$ cat config.mk
export PLATFORM = sky130hd
export DESIGN_NAME = command_frame_builder_crc16_top
export DESIGN_NICKNAME = d
export VERILOG_FILES = /design/src/hw/rtl/cfb_pkg.sv /design/src/hw/rtl/command_frame_builder_crc16_top.sv /design/src/hw/rtl/cfb_regs.sv /design/src/hw/rtl/cfb_front.sv /design/src/hw/rtl/cfb_queue.sv /design/src/hw/rtl/cfb_back.sv
export SDC_FILE = /design/constraint.sdc
export NUM_CORES = 1
export LEC_CHECK = 0
export BUFFER_PORTS_ARGS = -buffer_cell sky130_fd_sc_hd__buf_2
export CAP_MARGIN = 20
export CORE_ASPECT_RATIO = 1.2
export CORE_MARGIN = 3
export CORE_UTILIZATION = 54
export DETAILED_ROUTE_END_ITERATION = 8
export PLACE_DENSITY = 0.77
export SETUP_SLACK_MARGIN = 0.15
export SLEW_MARGIN = 20
export SYNTH_ARGS = -nofsm -noshare
export SYNTH_HDL_FRONTEND = slang
export SYNTH_SLANG_ARGS = --single-unit
$ cat constraint.sdc
create_clock -name clk -period 3.5 [get_ports clk]
set_input_delay 0.525 -clock clk [delete_from_list [all_inputs] [get_ports clk]]
set_output_delay 0.525 -clock clk [all_outputs]
set_load 0.02 [all_outputs]
$ cat src/hw/rtl/cfb_pkg.sv
// ---------------------------------------------------------------------------
// cfb_pkg: shared types and constants for the command frame builder
// Beat structs, queue entry format, register map and frame constants.
// ---------------------------------------------------------------------------
package cfb_pkg;

  // Frame constants
  localparam logic [15:0] CRC_POLY  = 16'h1021;
  localparam logic [15:0] CRC_INIT  = 16'hFFFF;
  localparam logic [15:0] LEN_EXTRA = 16'h000D;

  // Configuration port
  localparam int          ADDR_W = 4;
  localparam int          DATA_W = 32;
  localparam logic [1:0]  REG_HEADER_HIGH    = 2'd0;
  localparam logic [1:0]  REG_HEADER_LOW     = 2'd1;
  localparam logic [1:0]  REG_DEVICE_ADDRESS = 2'd2;
  localparam logic [1:0]  REG_UNIT_ID        = 2'd3;

  // Command queue depth between front and back
  localparam int QUEUE_DEPTH_DEF = 4;

  // Back-end byte step positions
  localparam int          STEP_W          = 4;
  localparam logic [3:0]  STEP_FIRST      = 4'd0;
  localparam logic [3:0]  STEP_HDR_LAST   = 4'd10;
  localparam logic [3:0]  STEP_HDR_CRC_HI = 4'd11;
  localparam logic [3:0]  STEP_DAT_CRC_HI = 4'd1;

  // Input beat
  typedef struct packed {
    logic        req_type;
    logic [31:0] command;
    logic [15:0] payload_len;
    logic [7:0]  data_byte;
  } in_item_t;

  // Result beat
  typedef struct packed {
    logic [7:0] out_byte;
    logic       frame_end;
    logic       stray_error;
  } out_item_t;

  // Request codes on req_type
  localparam logic REQ_START = 1'b0;
  localparam logic REQ_DATA  = 1'b1;

  // Register file contents seen by the back end
  typedef struct packed {
    logic [7:0]  header_high;
    logic [7:0]  header_low;
    logic [7:0]  device_address;
    logic [15:0] unit_id;
  } cfg_regs_t;

  // Classified operation
  typedef enum logic [1:0] {
    OP_START,
    OP_DATA,
    OP_STRAY
  } op_kind_t;

  // Queue entry from front to back
  typedef struct packed {
    op_kind_t    kind;
    logic        last;       // frame closes after this op (CRC follows)
    logic [31:0] command;
    logic [15:0] total_len;
    logic [7:0]  data_byte;
  } q_entry_t;

endpackage

$ cat src/hw/rtl/command_frame_builder_crc16_top.sv
// ---------------------------------------------------------------------------
// command_frame_builder_crc16_top: serial command frame builder with CRC-16
// Front classifier, command queue, byte sequencer and APB register file.
// ---------------------------------------------------------------------------
// Each output beat is one frame byte. A payload beat yields one byte from the
// back-end sequencer (three when it is the frame's last byte, adding the two
// CRC bytes); a start beat yields 11 header bytes, 13 when its payload length
// is zero. The sequencer emits one byte per cycle while not stalled by
// out_ready or an empty queue, and sets the rate; the front accepts up to
// QUEUE_DEPTH items ahead of it, so a header burst stalls in_ready only once
// the queue fills. CRC-16/CCITT-FALSE covers every frame byte before the
// trailer. Configuration must be written only while idle (not enforced).
module command_frame_builder_crc16_top #(
  parameter int QUEUE_DEPTH = cfb_pkg::QUEUE_DEPTH_DEF
) (
  input  logic                       clk,
  input  logic                       rst_n,
  input  logic                       in_valid,
  output logic                       in_ready,
  input  cfb_pkg::in_item_t          in_data,
  output logic                       out_valid,
  input  logic                       out_ready,
  output cfb_pkg::out_item_t         out_data,
  input  logic                       psel,
  input  logic                       penable,
  input  logic                       pwrite,
  input  logic [cfb_pkg::ADDR_W-1:0] paddr,
  input  logic [cfb_pkg::DATA_W-1:0] pwdata,
  output logic [cfb_pkg::DATA_W-1:0] prdata,
  output logic                       pready
);
  import cfb_pkg::*;

  cfg_regs_t cfg;
  q_entry_t  push_entry, head;
  logic      push, pop, q_full, q_empty;

  cfb_regs u_regs (
    .clk     (clk),
    .rst_n   (rst_n),
    .psel    (psel),
    .penable (penable),
    .pwrite  (pwrite),
    .paddr   (paddr),
    .pwdata  (pwdata),
    .prdata  (prdata),
    .pready  (pready),
    .cfg     (cfg)
  );

  cfb_front u_front (
    .clk        (clk),
    .rst_n      (rst_n),
    .in_valid   (in_valid),
    .in_ready   (in_ready),
    .in_data    (in_data),
    .push       (push),
    .push_entry (push_entry),
    .q_full     (q_full)
  );

  cfb_queue #(.DEPTH(QUEUE_DEPTH)) u_queue (
    .clk        (clk),
    .rst_n      (rst_n),
    .push       (push),
    .push_entry (push_entry),
    .pop        (pop),
    .head       (head),
    .full       (q_full),
    .empty      (q_empty)
  );

  cfb_back u_back (
    .clk       (clk),
    .rst_n     (rst_n),
    .cfg       (cfg),
    .head      (head),
    .q_empty   (q_empty),
    .pop       (pop),
    .out_valid (out_valid),
    .out_ready (out_ready),
    .out_data  (out_data)
  );

endmodule

$ cat src/hw/rtl/cfb_regs.sv
// ---------------------------------------------------------------------------
// cfb_regs: APB-style configuration registers
// Holds header bytes, device address and unit id; read back on prdata.
// ---------------------------------------------------------------------------
module cfb_regs (
  input  logic                      clk,
  input  logic                      rst_n,
  input  logic                      psel,
  input  logic                      penable,
  input  logic                      pwrite,
  input  logic [cfb_pkg::ADDR_W-1:0] paddr,
  input  logic [cfb_pkg::DATA_W-1:0] pwdata,
  output logic [cfb_pkg::DATA_W-1:0] prdata,
  output logic                      pready,
  output cfb_pkg::cfg_regs_t        cfg
);
  import cfb_pkg::*;

  cfg_regs_t   regs_r;
  logic        wr_en;
  logic [1:0]  reg_idx;

  assign pready  = 1'b1;
  assign wr_en   = psel && penable && pwrite;
  assign reg_idx = paddr[3:2];
  assign cfg     = regs_r;

  // register writes
  always_ff @(posedge clk) begin
    if (!rst_n) begin
      regs_r <= '0;
    end else if (wr_en) begin
      case (reg_idx)
        REG_HEADER_HIGH:    regs_r.header_high    <= pwdata[7:0];
        REG_HEADER_LOW:     regs_r.header_low     <= pwdata[7:0];
        REG_DEVICE_ADDRESS: regs_r.device_address <= pwdata[7:0];
        REG_UNIT_ID:        regs_r.unit_id        <= pwdata[15:0];
        default: ;
      endcase
    end
  end

  // read mux
  always_comb begin
    prdata = '0;
    case (reg_idx)
      REG_HEADER_HIGH:    prdata = {24'd0, regs_r.header_high};
      REG_HEADER_LOW:     prdata = {24'd0, regs_r.header_low};
      REG_DEVICE_ADDRESS: prdata = {24'd0, regs_r.device_address};
      REG_UNIT_ID:        prdata = {16'd0, regs_r.unit_id};
      default:            prdata = '0;
    endcase
  end

endmodule

$ cat src/hw/rtl/cfb_front.sv
// ---------------------------------------------------------------------------
// cfb_front: input classifier
// Tracks the open frame and turns each input beat into a queue entry.
// ---------------------------------------------------------------------------
module cfb_front (
  input  logic                clk,
  input  logic                rst_n,
  input  logic                in_valid,
  output logic                in_ready,
  input  cfb_pkg::in_item_t   in_data,
  output logic                push,
  output cfb_pkg::q_entry_t   push_entry,
  input  logic                q_full
);
  import cfb_pkg::*;

  logic        open_r,   open_nxt;
  logic [15:0] remain_r, remain_nxt;
  logic        accept;

  assign in_ready = !q_full;
  assign accept   = in_valid && in_ready;
  assign push     = accept;

  // classify the beat and work out the frame tracking update
  always_comb begin
    open_nxt              = open_r;
    remain_nxt            = remain_r;
    push_entry.command    = in_data.command;
    push_entry.total_len  = in_data.payload_len + LEN_EXTRA;
    push_entry.data_byte  = in_data.data_byte;
    push_entry.kind       = OP_STRAY;
    push_entry.last       = 1'b0;
    if (in_data.req_type == REQ_START) begin
      push_entry.kind = OP_START;
      push_entry.last = (in_data.payload_len == 16'd0);
      open_nxt        = (in_data.payload_len != 16'd0);
      remain_nxt      = in_data.payload_len;
    end else if (open_r) begin
      push_entry.kind = OP_DATA;
      push_entry.last = (remain_r == 16'd1);
      open_nxt        = (remain_r != 16'd1);
      remain_nxt      = remain_r - 16'd1;
    end
  end

  always_ff @(posedge clk) begin
    if (!rst_n) begin
      open_r   <= 1'b0;
      remain_r <= '0;
    end else if (accept) begin
      open_r   <= open_nxt;
      remain_r <= remain_nxt;
    end
  end

endmodule

$ cat src/hw/rtl/cfb_queue.sv
// ---------------------------------------------------------------------------
// cfb_queue: small command queue between front and back
// Register-based FIFO; head entry is visible to the back end every cycle.
// ---------------------------------------------------------------------------
module cfb_queue #(
  parameter int DEPTH = cfb_pkg::QUEUE_DEPTH_DEF
) (
  input  logic               clk,
  input  logic               rst_n,
  input  logic               push,
  input  cfb_pkg::q_entry_t  push_entry,
  input  logic               pop,
  output cfb_pkg::q_entry_t  head,
  output logic               full,
  output logic               empty
);
  import cfb_pkg::*;

  localparam int PW = (DEPTH > 1) ? $clog2(DEPTH) : 1;
  localparam int CW = $clog2(DEPTH + 1);

  q_entry_t        entries_r [DEPTH];
  logic [PW-1:0]   wr_ptr_r, rd_ptr_r;
  logic [CW-1:0]   count_r;
  logic            do_push, do_pop;

  assign full    = (count_r == CW'(DEPTH));
  assign empty   = (count_r == '0);
  assign do_push = push && !full;
  assign do_pop  = pop && !empty;
  assign head    = entries_r[rd_ptr_r];

  function automatic logic [PW-1:0] ptr_inc(input logic [PW-1:0] p);
    return (p == PW'(DEPTH - 1)) ? '0 : p + 1'b1;
  endfunction

  // entry storage
  always_ff @(posedge clk) begin
    if (do_push) begin
      entries_r[wr_ptr_r] <= push_entry;
    end
  end

  // pointers and fill count
  always_ff @(posedge clk) begin
    if (!rst_n) begin
      wr_ptr_r <= '0;
      rd_ptr_r <= '0;
      count_r  <= '0;
    end else begin
      if (do_push) wr_ptr_r <= ptr_inc(wr_ptr_r);
      if (do_pop)  rd_ptr_r <= ptr_inc(rd_ptr_r);
      case ({do_push, do_pop})
        2'b10:   count_r <= count_r + 1'b1;
        2'b01:   count_r <= count_r - 1'b1;
        default: count_r <= count_r;
      endcase
    end
  end

endmodule

$ cat src/hw/rtl/cfb_back.sv
// ---------------------------------------------------------------------------
// cfb_back: byte sequencer and CRC engine
// Expands queue entries into output beats and appends the CRC-16 trailer.
// ---------------------------------------------------------------------------
module cfb_back (
  input  logic                clk,
  input  logic                rst_n,
  input  cfb_pkg::cfg_regs_t  cfg,
  input  cfb_pkg::q_entry_t   head,
  input  logic                q_empty,
  output logic                pop,
  output logic                out_valid,
  input  logic                out_ready,
  output cfb_pkg::out_item_t  out_data
);
  import cfb_pkg::*;

  logic [STEP_W-1:0] step_r;
  logic [15:0]       crc_r, crc_seed, crc_nxt;
  logic              out_valid_r;
  out_item_t         out_r, beat;
  logic              advance, done, crc_en;

  // CRC-16/CCITT-FALSE, one byte msb-first
  function automatic logic [15:0] crc_upd(input logic [15:0] c, input logic [7:0] b);
    logic [15:0] x;
    x = c ^ {b, 8'h00};
    for (int i = 0; i < 8; i++) begin
      x = x[15] ? ((x << 1) ^ CRC_POLY) : (x << 1);
    end
    return x;
  endfunction

  // header byte at a given step
  function automatic logic [7:0] hdr_byte(input logic [STEP_W-1:0] s,
                                          input cfg_regs_t c,
                                          input q_entry_t e);
    logic [7:0] b;
    case (s)
      4'd0:    b = c.header_high;
      4'd1:    b = c.header_low;
      4'd2:    b = e.total_len[15:8];
      4'd3:    b = e.total_len[7:0];
      4'd4:    b = c.device_address;
      4'd5:    b = c.unit_id[15:8];
      4'd6:    b = c.unit_id[7:0];
      4'd7:    b = e.command[31:24];
      4'd8:    b = e.command[23:16];
      4'd9:    b = e.command[15:8];
      default: b = e.command[7:0];
    endcase
    return b;
  endfunction

  assign advance   = !q_empty && (!out_valid_r || out_ready);
  assign pop       = advance && done;
  assign out_valid = out_valid_r;
  assign out_data  = out_r;

  // select the beat for the head entry at the current step
  always_comb begin
    beat   = '0;
    done   = 1'b1;
    crc_en = 1'b0;
    case (head.kind)
      OP_START: begin
        if (step_r <= STEP_HDR_LAST) begin
          beat.out_byte = hdr_byte(step_r, cfg, head);
          crc_en        = 1'b1;
          done          = (step_r == STEP_HDR_LAST) && !head.last;
        end else if (step_r == STEP_HDR_CRC_HI) begin
          beat.out_byte = crc_r[15:8];
          done          = 1'b0;
        end else begin
          beat.out_byte  = crc_r[7:0];
          beat.frame_end = 1'b1;
        end
      end
      OP_DATA: begin
        if (step_r == STEP_FIRST) begin
          beat.out_byte = head.data_byte;
          crc_en        = 1'b1;
          done          = !head.last;
        end else if (step_r == STEP_DAT_CRC_HI) begin
          beat.out_byte = crc_r[15:8];
          done          = 1'b0;
        end else begin
          beat.out_byte  = crc_r[7:0];
          beat.frame_end = 1'b1;
        end
      end
      OP_STRAY: begin
        beat.stray_error = 1'b1;
      end
      default: ;
    endcase
  end

  // new frame restarts the CRC
  assign crc_seed = (head.kind == OP_START && step_r == STEP_FIRST) ? CRC_INIT : crc_r;
  assign crc_nxt  = crc_en ? crc_upd(crc_seed, beat.out_byte) : crc_r;

  // payload register for the output beat
  always_ff @(posedge clk) begin
    if (advance) begin
      out_r <= beat;
    end
  end

  // control: step counter, CRC, output valid
  always_ff @(posedge clk) begin
    if (!rst_n) begin
      step_r      <= '0;
      crc_r       <= CRC_INIT;
      out_valid_r <= 1'b0;
    end else if (advance) begin
      out_valid_r <= 1'b1;
      crc_r       <= crc_nxt;
      step_r      <= done ? '0 : step_r + 1'b1;
    end else if (out_ready) begin
      out_valid_r <= 1'b0;
    end
  end

endmodule

==> impl_results.md <==
* Status: finished clean
* Fin. max-slew vios at 0
* Cts bufs inserted at 34
* Mux contribution to synthesized area at 0.124
* Max Freq at about 0.31 GHz
* RSZ-0062 raised after global routing: true
* Max-cap violations at 0
* Post-synthesis adder-cell area fraction at 0.0129
* #FFs+latches synth at 333
* WL per Instance at approximately 21 um
* Post-synth EDFFs at 246
* Mean post-synth cell area at about 13 um^2
* Final design utilization at 0.629
* CTS tree: built
* Total GRT Usage at 0.238
* Startpoint types: flop
* Setup violators final at 0
* Most frequent cells in the layout: 246 x edfxtp_1, 109 x buf_2, 99 x nand2_1
* DR iter-0 viols at about 830
* Core ar. at roughly 27,000 um^2
* Pleak at just over 6 nW
* Ports at between 100 and 150
* Maximum clock path buffer count at 3
* Worst setup path class: flop to flop
* Yosys warning count at 0
* Min Clock Period, post-route at approximately 3.2 ns
* DRC Markers at 0
* Slew @ Worst Pin at between 0.8 and 0.9 ns
* Simple-gate share of the synthesized area at 0.103
* Fraction of registers with async set/reset at 0
* Share of layout cells above drive strength 1 at 0.219
* Final wirelength at between 30,000 and 40,000 um
* XOR/XNOR share of the synthesized area at 0.0295
* Clk_lat worst skew at between 0.5 and 0.6 ns
* Grt ovf at 0
* Synth unique cells at 86
* Min Hold Slack at between 0.2 and 0.25 ns
* Fill count at between 2,000 and 2,500
* Vias per cell at between 6 and 7
* Met2 Resource Use GR at 0.401
* Initial Util at 0.552
* Share of the synthesized area in the top cell type at 0.490
* Rows at 66
* Worst setup EP type: flop
* Share of synthesized area occupied by flip-flops and latches at 0.605
* Clk sinks at around 330
* ANT nets after route at 0
* CTS HTree Levels at 2
* Met3 usage at 0.0368
* Hold WC Path Type: input port to flop
* Data arrival time of the critical path at 3.61 ns
* PortBufs at 109
* Crit-path max cell delay at slightly above 0.6 ns
* Die width at ~160 um
* Fin crit share at 0.915
* Commonest non-fill, non-tap cell in the layout: edfxtp_1
* CP max stage cell: or4_4
* Chip Height at approximately 190 um
* Largest net degree at the start of global routing at 60
* Initial antenna violation count at 2
* CP most frequent cell: xor2_4
* Inst Count DP at approximately 1,600
* Worst-path fanout max at 7
* Critical Path RT at ~4 ns
* Vias in the first global route at approximately 10,000
* Peak supply drop at 0.000466 V
* Mapped Area at 15,100 um^2
* Power per Cell Area at 700 nW/um^2
* Compound-cell area share of the yosys netlist at 0.0898
* Skew final at 0.00797 ns
* Clock Tree Root: clkbuf_16
* Commonest register cell after synthesis: edfxtp_1
* Clk pin slew, worst setup/hold paths at 0.06 ns
* Hold Vio Cnt, Final at 0
* Fin nets at 1,386
* Pre-antenna DRT Iters at 6
* DP Wirelength at ~25,000 um
* Most used routing layer: met2
* Met1 global-route usage at 0.317
* Final GP Congestion at around 0.94
* Synth top area cells: edfxtp_1 49%, dfxtp_1 12%, mux4_2 6.1%, mux2i_1 5.5%, nand2_1 2.5%
* First-pass GRT wire length at ~55,000 um
* TNS Setup at 0 ns
* CP Cell Sequence: inv_1 -> ha_1 -> buf_4 -> nand3b_1 -> or3_1 -> nand4_1 -> or4_4 -> o2bb2ai_4 -> xor2_4 -> xor2_4 -> nor3b_1 -> a221oi_1
* Layout area overhead at 13.9%
* Relative slew slack at 0.408
* Largest family of logic cells by synthesized area: multiplexers
* Post-Syn Instances at 1,145
* Die Footprint at about 30,000 um^2
* DR vias at 10,036
* Cell taking the most area after synthesis: edfxtp_1
* Layout Cells excl Fill at roughly 1,700
-- final timing paths --
check | start | slack, ns | cells after the start | end
min reg2reg | u_regs.cfg[4] | 0.47 | 2 | u_regs.cfg[4]
max | u_back.step_r[1] | 0.30 | 12 | u_back.crc_r[6]
max reg2reg | u_back.step_r[1] | 0.30 | 12 | u_back.crc_r[6]
min | in_data[29] | 0.22 | 1 | u_queue.entries_r[2][29]
-- synthesized netlist by cell type, types with 17 or more instances --
library cell	number
a21oi_1	64
clkbuf_1	32
nand2_1	99
nor3_1	17
o21ai_0	35
o22ai_1	22
xnor2_1	24
mux4_2	41
buf_4	22
nor2_1	83
nand3_1	24
dfxtp_1	87
inv_1	22
edfxtp_1	246
mux2i_1	83
-- final cells by class --
| class | instances | area (um^2) | area share |
|---|---|---|---|
| flip-flops and latches | 333 | 9130 | 0.532 |
| clock buffers | 40 | 905 | 0.0526 |
| inverters | 25 | 93.8 | 0.00546 |
| diodes | 1 | 2.50 | 0.000146 |
| well taps | 374 | 468 | 0.0272 |
| multi-input cells | 724 | 5510 | 0.321 |
| clock inverters | 19 | 128 | 0.00743 |
| repair buffers | 153 | 942 | 0.0548 |
-- kinds of logic (layout without fill, tap and decap cells) --
family | after synthesis | after routing
and+or+nand+nor | 316 | 316
muxes | 131 | 131
AOI/OAI and AO/OA | 204 | 204
buffers and inverters | 103 | 237
adders and majority gates | 15 | 15
other | 2 | 18
DFF | 333 | 333
xor gates and xnor gates | 41 | 41
-- registers in the layout, summed over array words and instances (netlist names), named ones only --
| name | cells |
|---|---|
| u_queue.entries_r | 236 |
| u_regs.cfg | 40 |
| u_back.crc_r | 16 |
| u_front.remain_r | 16 |
| u_back.out_data | 10 |
| u_back.step_r | 4 |
| u_queue.count_r | 3 |
| u_queue.rd_ptr_r | 2 |
| u_queue.wr_ptr_r | 2 |
| u_back.out_valid | 1 |
| u_front.open_r | 1 |
-- layer usage --
layer | share of wire | vias to the layer above
li1 | - | 4572
met4 | 0.036 | 2
met2 | 0.51 | 406
met5 | 0.00056 | -
met1 | 0.39 | 4967
met3 | 0.063 | 89
-- per-stage QoR --
stage / total power [mW] / area (um^2) / setup slack (ns)
finish: 12.0 / 17200 / 0.299
global route: 12.6 / 17200 / 0.123
CTS: 12.0 / 17100 / 0.227
detailed placement: 8.64 / 16100 / 0.263
global placement: 8.54 / 16100 / 0.298
floorplan: 7.65 / 15100 / 0.153
-- report_power, final --
| group | internal, mW | leakage (nW) | switching (mW) |
|---|---|---|---|
| Combinational | 1.45 | 2.58 | 2.08 |
| Clock | 1.93 | 0.504 | 1.46 |
| Sequential | 4.82 | 2.97 | 0.283 |
-- timing repair --
action                                  4_1_cts  5_1_grt
hold buffers                                  0        0
endpoints found under the hold margin         0        0
gates resized for setup                       0        5
buffers inserted                              0        2
endpoints found under the setup margin        0        6
-- critical path: cells and delay by family, from the launching register on --
| kind | cells | cell delay, ns |
|---|---|---|
| simple gates | 5 | 1.29 |
| xor+xnor | 2 | 0.50 |
| flops | 1 | 0.45 |
| compound gates | 2 | 0.38 |
| buf+inv | 2 | 0.26 |
| fa+ha+maj | 1 | 0.23 |
Note: power is estimated with default switching activity, not from simulation.
